**src/design/prsd_pkg.sv**
```systemverilog
package prsd_pkg;

	// Width of the internal pixel position; it saturates at all ones.
	localparam int PosBits   = 20;
	localparam int ByteBits  = 8;
	localparam int WidthBits = 11;
	localparam int StartBits = 20;
	localparam int RunBits   = 18;
	localparam int ColorBits = 8;
	localparam int SumBits   = ((PosBits > RunBits) ? PosBits : RunBits) + 1;
	localparam int OutDataBits = ((StartBits + RunBits + ColorBits + 7) / 8) * 8;

	localparam logic [ByteBits-1:0]  CodeSkip   = 8'd254;
	localparam logic [ByteBits-1:0]  CodeEnd    = 8'd255;
	localparam logic [WidthBits-1:0] WidthMax   = 11'd1024;
	localparam logic [WidthBits-1:0] WidthReset = 11'd32;

	typedef enum logic [2:0] {
		PH_ROWS = 3'b001,
		PH_BODY = 3'b010,
		PH_SKIP = 3'b100
	} phase_t;

	typedef struct packed {
		logic                 emit;
		logic [StartBits-1:0] start_pos;
		logic [RunBits-1:0]   run_length;
		logic [ColorBits-1:0] color;
		logic                 frame_end;
		phase_t               next_phase;
		logic [PosBits-1:0]   next_pos;
	} step_t;

endpackage

```
**src/design/prsd_step.sv**
```systemverilog
// Decodes one byte against the current phase and position.
module prsd_step import prsd_pkg::*; (
	input  logic [ByteBits-1:0]  data_byte,
	input  phase_t               phase,
	input  logic [PosBits-1:0]   pos,
	input  logic [WidthBits-1:0] frame_width,
	output step_t                step
);

	localparam logic [PosBits-1:0] PosMax = {PosBits{1'b1}};

	logic [WidthBits-1:0]           width_clamped;
	logic [ByteBits+WidthBits-1:0]  blank_product;
	logic [RunBits-1:0]             len;
	logic                           is_run;
	logic [SumBits-1:0]             pos_sum;
	logic [StartBits+PosBits-1:0]   pos_ext;

	assign width_clamped = (frame_width > WidthMax) ? WidthMax : frame_width;
	assign blank_product = ByteBits'(data_byte) * width_clamped;
	assign pos_sum       = SumBits'(pos) + SumBits'(len);
	assign pos_ext       = {{StartBits{1'b0}}, pos};

	always_comb begin
		step            = '0;
		step.start_pos  = pos_ext[StartBits-1:0];
		step.next_phase = phase;
		step.next_pos   = pos;
		len             = '0;
		is_run          = 1'b0;
		case (phase)
			PH_BODY: begin
				if (data_byte == CodeEnd) begin
					step.emit       = 1'b1;
					step.frame_end  = 1'b1;
					step.next_pos   = '0;
					step.next_phase = PH_ROWS;
				end else if (data_byte == CodeSkip) begin
					step.next_phase = PH_SKIP;
				end else begin
					len        = RunBits'(1);
					step.color = data_byte;
					is_run     = 1'b1;
				end
			end
			PH_SKIP: begin
				step.next_phase = PH_BODY;
				len             = RunBits'(data_byte);
				is_run          = 1'b1;
			end
			default: begin
				step.next_phase = PH_BODY;
				len             = blank_product[RunBits-1:0];
				is_run          = 1'b1;
			end
		endcase
		step.run_length = len;
		if (is_run && (len != '0)) begin
			step.emit = 1'b1;
			// Saturate the position once the run would reach the top.
			if (pos_sum >= SumBits'(PosMax)) begin
				step.next_pos = PosMax;
			end else begin
				step.next_pos = pos_sum[PosBits-1:0];
			end
		end
	end

endmodule

```
**src/design/pck_rle_sprite_decoder_core.sv**
```systemverilog
// Channel   Direction  Word contents (lowest bit first)
// s_axis    in         tdata[7:0] data_byte
// m_axis    out        tdata: start_pos[19:0], run_length[37:20], color[45:38], zero pad;
//                      tlast: frame_end
// cfg       in         data[10:0] frame_width
//
// One byte is taken in every cycle when the output side keeps up; its run word
// is offered on m_axis after the byte has passed the input register, then the
// result register. The decode of a byte, including the 8 by 11 bit blank-row
// multiply and the saturating position add, sits between those registers.
// arst_n sets the phase to PH_ROWS, clears the position and the valid flags and sets frame_width to 32.
// When m_axis stalls with a word held, the input register can still take one more byte if it is empty.
module pck_rle_sprite_decoder_core import prsd_pkg::*; (
	input  logic                   clk,
	input  logic                   arst_n,
	input  logic                   s_axis_tvalid,
	output logic                   s_axis_tready,
	input  logic [ByteBits-1:0]    s_axis_tdata,   // data_byte
	output logic                   m_axis_tvalid,
	input  logic                   m_axis_tready,
	output logic [OutDataBits-1:0] m_axis_tdata,   // start_pos, run_length, color, pad
	output logic                   m_axis_tlast,   // frame_end
	input  logic                   cfg_valid,
	output logic                   cfg_ready,
	input  logic [WidthBits-1:0]   cfg_data        // frame_width
);

	logic                 valid_s1;
	logic [ByteBits-1:0]  byte_s1;
	logic                 out_free;
	logic                 fire_s1;
	logic                 out_valid_q;
	logic [StartBits-1:0] start_pos_q;
	logic [RunBits-1:0]   run_length_q;
	logic [ColorBits-1:0] color_q;
	logic                 frame_end_q;
	logic [WidthBits-1:0] frame_width_q;
	phase_t               phase_q;
	logic [PosBits-1:0]   pos_q;
	step_t                step;

	// The result register can load when it is empty or its word is being taken.
	assign out_free      = !out_valid_q || m_axis_tready;
	// A byte in the input register is decoded once the result side can take
	// whatever it produces; bytes that produce nothing still move on.
	assign fire_s1       = valid_s1 && out_free;
	assign s_axis_tready = !valid_s1 || out_free;
	assign cfg_ready     = 1'b1;

	always_ff @(posedge clk or negedge arst_n) begin
		if (!arst_n) begin
			frame_width_q <= WidthReset;
		end else if (cfg_valid) begin
			frame_width_q <= cfg_data;
		end
	end

	always_ff @(posedge clk or negedge arst_n) begin
		if (!arst_n) begin
			valid_s1 <= 1'b0;
		end else if (s_axis_tready) begin
			valid_s1 <= s_axis_tvalid;
		end
	end

	always_ff @(posedge clk) begin
		if (s_axis_tready && s_axis_tvalid) begin
			byte_s1 <= s_axis_tdata;
		end
	end

	prsd_step u_step (
		.data_byte   (byte_s1),
		.phase       (phase_q),
		.pos         (pos_q),
		.frame_width (frame_width_q),
		.step        (step)
	);

	// Decoder state moves only when the byte in the input register is consumed.
	always_ff @(posedge clk or negedge arst_n) begin
		if (!arst_n) begin
			phase_q <= PH_ROWS;
			pos_q   <= '0;
		end else if (fire_s1) begin
			phase_q <= step.next_phase;
			pos_q   <= step.next_pos;
		end
	end

	always_ff @(posedge clk or negedge arst_n) begin
		if (!arst_n) begin
			out_valid_q <= 1'b0;
		end else if (out_free) begin
			out_valid_q <= fire_s1 && step.emit;
		end
	end

	always_ff @(posedge clk) begin
		if (fire_s1 && step.emit) begin
			start_pos_q  <= step.start_pos;
			run_length_q <= step.run_length;
			color_q      <= step.color;
			frame_end_q  <= step.frame_end;
		end
	end

	assign m_axis_tvalid = out_valid_q;
	assign m_axis_tdata  = OutDataBits'({color_q, run_length_q, start_pos_q});
	assign m_axis_tlast  = frame_end_q;

endmodule

```
**config.mk**
```make
export PLATFORM = sky130hd
export DESIGN_NAME = pck_rle_sprite_decoder_core
export DESIGN_NICKNAME = d
export VERILOG_FILES = /design/src/design/prsd_pkg.sv /design/src/design/prsd_step.sv /design/src/design/pck_rle_sprite_decoder_core.sv
export SDC_FILE = /design/constraint.sdc
export NUM_CORES = 1
export LEC_CHECK = 0
export ABC_AREA = 0
export BUFFER_PORTS_ARGS = -buffer_cell sky130_fd_sc_hd__buf_4
export CAP_MARGIN = 20
export CELL_PAD_IN_SITES_DETAIL_PLACEMENT = 1
export CELL_PAD_IN_SITES_GLOBAL_PLACEMENT = 1
export CORE_MARGIN = 2
export CORE_UTILIZATION = 52
export CTS_CLUSTER_DIAMETER = 60
export DETAILED_ROUTE_END_ITERATION = 8
export GPL_TIMING_DRIVEN = 0
export PLACE_DENSITY_LB_ADDON = 0.1
export REMOVE_ABC_BUFFERS = 1
export SYNTH_ARGS = -nofsm -noshare
export SYNTH_HDL_FRONTEND = slang
export SYNTH_SLANG_ARGS = --single-unit
```
**constraint.sdc**
```tcl
create_clock -name clk -period 20.8 [get_ports clk]
set_clock_uncertainty 0.1 [all_clocks]
set_input_delay 0 -clock clk [delete_from_list [all_inputs] [get_ports clk]]
set_output_delay 0 -clock clk [all_outputs]
set_load 0.05 [all_outputs]
```
# Word level (Yosys, flattened, before mapping)
# Index checks and enable logic that the tools add are counted.
dict set report word_totals {
  regBits 91
  in_bits 24
  output_inout_bits 52
  word_cells 51
}
dict set report classes {
  n_addsub 1
  n_mul 1
  order_cmp 2
  n_eq_ne 5
  mux 17
  n_bitwise 1
  n_reduce_logical 14
}
# operator count
set ops {}
lappend ops {{$mux W20} 4}
lappend ops {{$pmux W18 S2} 1}
lappend ops {{$add A20 B18 Y21} 1}
lappend ops {{$ge A21 B20 Y1 const B} 1}
lappend ops {{$mul A8 B11 Y18} 1}
lappend ops {{$mux W18} 1}
lappend ops {{$reduce_bool A18 Y1} 1}
lappend ops {{$eq A8 B8 Y1 const B} 2}
lappend ops {{$gt A11 B11 Y1 const B} 1}
lappend ops {{$mux W11} 1}
lappend ops {{$mux W3} 3}
lappend ops {{$mux W1} 7}
lappend ops {{$logic_and A1 B1 Y1} 4}
lappend ops {{$reduce_bool A2 Y1} 2}
lappend ops {{$eq A3 B2 Y1 const B} 1}
lappend ops {{$eq A3 B3 Y1 const B} 1}
lappend ops {{$ne A3 B1 Y1 const B} 1}
lappend ops {{$reduce_and A3 Y1} 1}
lappend ops {{$reduce_or A3 Y1} 1}
lappend ops {{$logic_not A1 Y1} 2}
lappend ops {{$logic_or A1 B1 Y1} 2}
lappend ops {{$reduce_and A2 Y1} 1}
lappend ops {{$not A1 Y1} 1}

# Depth between registers and ports, before layout
dict set report depth {
  depth_word 8
  ltp_mapped 29
}

# Modules after synthesis
# Synthesis repeated with hierarchy kept, for this count alone.
dict set report hier_totals {
  cells_unflattened 759
  hier_area_um2 7862.5
}
# mod n_inst cells_each area_per_inst_um2
set modules_own_cells {}
lappend modules_own_cells {prsd_step 1 617 4713.3}
lappend modules_own_cells {pck_rle_sprite_decoder_core 1 142 3149.3}

# Worst setup path after synthesis
# Ideal clock, no wire load.
dict set report synth_path {
  kind {reg2reg}
  from {register frame_width_q[10]}
  to {register color_q[0] (enable)}
  setup_ps 576
  t_arrival_ps 6985
  required_ps 20124
  slack_ps 13139
  path_stages_with_launch 21
  path_buffers 3
  synth_period_minus_slack_ps 7661
  path_cell_list {dfrtp_1 > buf_6 > clkbuf_1 > nor2b_1 > nand2_1 > fa_1 > fa_1 > fa_1 > fa_1 > inv_1 > ha_1 > buf_6 > a21o_1 > a21o_1 > o311a_1 > a21oi_1 > mux2_2 > or4_4 > or4_4 > o21ai_4 > nand2_1}
}
# element line
set synth_lines {}
lappend synth_lines {{start, declared} pck_rle_sprite_decoder_core.sv:37} ;# logic [WidthBits-1:0] frame_width_q;
lappend synth_lines {{start signal, assigned} pck_rle_sprite_decoder_core.sv:52} ;# frame_width_q <= WidthReset;
lappend synth_lines {{start signal, assigned} pck_rle_sprite_decoder_core.sv:54} ;# frame_width_q <= cfg_data;
lappend synth_lines {{end signal, assigned} pck_rle_sprite_decoder_core.sv:103} ;# color_q <= step.color;
lappend synth_lines {{end, declared} pck_rle_sprite_decoder_core.sv:35} ;# logic [ColorBits-1:0] color_q;

==> impl_metrics.env <==
export IMPL_outcome="completed"
export IMPL_drt_first_iter_violations=265
export IMPL_async_set_reset_flop_share_out_of_synthesis_pct=39.56
export IMPL_worst_slew_pin_transition_ns=1.086
export IMPL_timing_max_slew_rel_slack_pct=27.39
export IMPL_syn_mean_instance_area_um2=10.49
export IMPL_final_design_area_no_fill_um2=8705
export IMPL_clock_sinks=91
export IMPL_grt_pass1_wl_um=32460
export IMPL_cell_occurring_most_often_along_the_worst_timing_path="fa_1"
export IMPL_clk_insertion_delay_late_ns=0.36
export IMPL_cp_start_kind="register"
export IMPL_combPwrFrac_pct=60.4
export IMPL_synth_ff_latch_count=91
export IMPL_route_final_wire_length_um=20150
export IMPL_ys_seq_area_share_pct=34.59
export IMPL_die_ar_um2=15170
export IMPL_total_global_routing_track_utilization_pct=28.11
export IMPL_clock_fmax_mhz=118.6
export IMPL_ys_flop_type="edfxtp_1"
export IMPL_routabilityCongestion=0.8456
export IMPL_sum_neg_setup_slack_ns=0
export IMPL_number_of_nets_in_the_final_layout=934
export IMPL_pwr_share_clk_pct=14.7
export IMPL_number_of_diodes=0
export IMPL_ir_worst_vdd_mv=0.09455
export IMPL_cp_data_arrival_time_ns=8.60
export IMPL_share_seq_of_total_power_pct=24.9
export IMPL_total_leakage_power_nw=4.101
export IMPL_globalRouteOverflowTotal=0
export IMPL_num_io_pins=76
export IMPL_clk_root_buf="clkbuf_16"
export IMPL_ctsHtreeMaxLevel=3
export IMPL_post_cts_setup_inserts=0
export IMPL_die_h_um=123.2
export IMPL_initial_core_util_pct=53.21
export IMPL_cts_tree="built"
export IMPL_syn_inst=704
export IMPL_power_switching_mw=0.5833
export IMPL_antenna_found_initial=0
export IMPL_cp_buffers_inverters=4
export IMPL_worst_path_dominant_cell_family="adder cells"
export IMPL_netSwitchingFraction_pct=46.80
export IMPL_post_synth_top_area_fraction_pct=22.36
export IMPL_post_synth_instance_area_um2=7386
export IMPL_critPathRequiredTime_ns=20.97
export IMPL_power_per_cell_area_nw_per_um2=143.2
export IMPL_drc=0
export IMPL_maxCapViolations=0
export IMPL_number_of_global_route_vias_before_repair=6314
export IMPL_internal_power_mw=0.6632
export IMPL_grt_setup_unrepaired="false"
export IMPL_timing_hold_worst_class="in2async"
export IMPL_place_hpwl_um=14370
export IMPL_final_antenna_net_count=0
export IMPL_design_core_area_um2=13880
export IMPL_area_growth_pct=17.86
export IMPL_synthMostInstantiatedCell="and2_1"
export IMPL_dieWidth_um=123.2
export IMPL_vias=5567
export IMPL_routed_wire_length_per_instance_um=20.44
export IMPL_worst_path_largest_cell_delay_ns=0.70
export IMPL_start_to_end_type_of_the_worst_setup_path="reg2reg"
export IMPL_post_route_cells_drive_above_1_share_pct=15.88
export IMPL_timing_final_crit_share_pct=40.53
export IMPL_cts_clk_slew_worst_paths_ns=0.07
export IMPL_row_count=43
export IMPL_netlist_top_cell_by_area="edfxtp_1"
export IMPL_synth_top_cells_by_area="edfxtp_1, fa_1, dfrtp_1"
export IMPL_setup_violations_final=0
export IMPL_cp_end_kind="register"
export IMPL_cts_max_path_buffers=2
export IMPL_worst_path_max_delay_cell="nor2b_1"
export IMPL_io_buffers=72
export IMPL_cts_buffers=9
export IMPL_post_synth_most_frequent_cells="and2_1, inv_1, edfxtp_1, ha_1, fa_1"
export IMPL_postLayoutCoreUtil_pct=62.71
export IMPL_slew_viol_final=0
export IMPL_drt_pass1_iter_count=4
export IMPL_cp_cell_sequence="nor2b_1 > nand2_1 > fa_1 > fa_1 > inv_1 > fa_1 > inv_1 > fa_1 > inv_1 > ha_1 > nand2_1 > o21ai_1 > a31oi_1 > xor2_1 > nor2_1 > ha_1 > and3_1 > and3_1 > a221oi_1 > o31ai_1 > nor2b_1 > buf_6 > and2b_2 > mux2i_1"
export IMPL_cell_variety_after_synth=73
export IMPL_ys_warn_count=0
export IMPL_post_drt_via_cell_ratio=5.646
export IMPL_critical_path_max_fanout=20
export IMPL_synth_edff_count=55
export IMPL_period_minus_slack_ns=8.429
export IMPL_final_hold_viol_count=0
export IMPL_maximum_number_of_pins_on_one_net_before_global_route_repair=37
export IMPL_placed_cell_area_um2=8026
[placed cells by master (no fill, tap or decap), types with 4 or more instances in the layout]
cell type	Yosys	layout
clkbuf_16	0	9
and3_1	6	6
o21ai_0	13	13
and2_1	88	88
xor2_1	7	7
edfxtp_1	55	55
o211ai_1	4	4
nor2_1	40	40
mux2i_1	18	18
nand2_1	49	48
buf_4	4	72
ha_1	55	55
inv_1	77	77
nor3_1	4	4
mux2_2	12	12
nand2b_1	6	6
fa_1	54	54
nor2b_1	13	13
or3_1	5	5
nand3_1	8	8
dlygate4sd3_1	0	35
o21a_1	6	6
a21o_1	11	11
a211oi_1	4	4
dfrtp_1	34	34
a21oi_1	28	27
xnor2_1	19	19
[layer usage]
layer | GRT usage (%) | part of all wire (%) | vias to the layer above
met2 | 47.84 | 50 | 137
met1 | 35.57 | 43 | 2829
met3 | 4.059 | 3.5 | 43
li1 | - | - | 2558
met4 | 12.43 | 3.3 | 0
met5 | 0 | 0 | -
[cell families after synthesis]
| family | count (synthesis) | share of synthesized area [%] |
|---|---|---|
| other cells | 2 | 0.1017 |
| xor+xnor | 26 | 3.083 |
| mux | 30 | 4.269 |
| flops | 91 | 34.59 |
| compound gates | 104 | 9.961 |
| simple gates | 240 | 17.67 |
| buf+inv | 102 | 6.369 |
| fa+ha+maj | 109 | 23.95 |
[timing repair]
action,in CTS,in global routing
resized for setup,0,0
hold buffers,35,0
endpoints found under the hold margin,57,0
setup endpoints to repair,0,0
[through the flow]
stage / cells / setup slack [ns] / total power, mW / hold slack (ns)
global route: 986 / 11.94 / 1.331 / 0.1117
global placement: 932 / 11.84 / 1.005 / -0.09154
CTS: 986 / 12.51 / 1.249 / 0.08389
floorplan: 680 / 13.26 / 0.8443 / -0.3956
finish: 986 / 12.37 / 1.247 / 0.05684
detailed placement: 935 / 12.62 / 1.043 / -0.08188
[flip-flops by register name (all words and copies together), names as in the netlist]
name           cells
byte_s1            8
color_q            8
frame_width_q     11
m_axis_tlast       1
m_axis_tvalid      1
phase_q            3
pos_q             20
run_length_q      18
start_pos_q       20
valid_s1           1
[final timing paths]
check                                         startpoint                      endpoint  slack [ns]  cells past startpoint
max                        frame_width_q[10]$_DFFE_PN0P_          pos_q[1]$_DFFE_PN0P_       12.37                     24
min                                               arst_n         pos_q[11]$_DFFE_PN0P_        0.06                      2
max reg2reg                frame_width_q[10]$_DFFE_PN0P_          pos_q[1]$_DFFE_PN0P_       12.37                     24
min reg2reg                        pos_q[11]$_DFFE_PN0P_     start_pos_q[11]$_DFFE_PP_        0.39                      0
max in group asynchronous                         arst_n  frame_width_q[5]$_DFFE_PN1P_       20.16                      2
min in group clk                         s_axis_tdata[0]          byte_s1[0]$_DFFE_PP_        0.27                      2
[power by group through the flow]
stage          clock [mW]  sequential (mW)  combinational [mW]
2_1_floorplan           0            0.405               0.439
3_3_place_gp            0            0.310               0.696
3_5_place_dp            0            0.310               0.733
4_1_cts             0.185            0.310               0.755
5_1_grt             0.191            0.316               0.824
6_report            0.184            0.310               0.753
[area by class of cell]
| cell class | count | area [um^2] |
|---|---|---|
| fill | 1506 | 5176 |
| multi-input combinational | 512 | 4370 |
| sequential | 91 | 2555 |
| timing repair buffer | 110 | 937.1 |
| inverter | 77 | 289.0 |
| clock buffer | 11 | 242.7 |
| tap | 180 | 225.2 |
| clock inverter | 5 | 85.08 |
No activity file was read; power rests on OpenSTA's default activity.
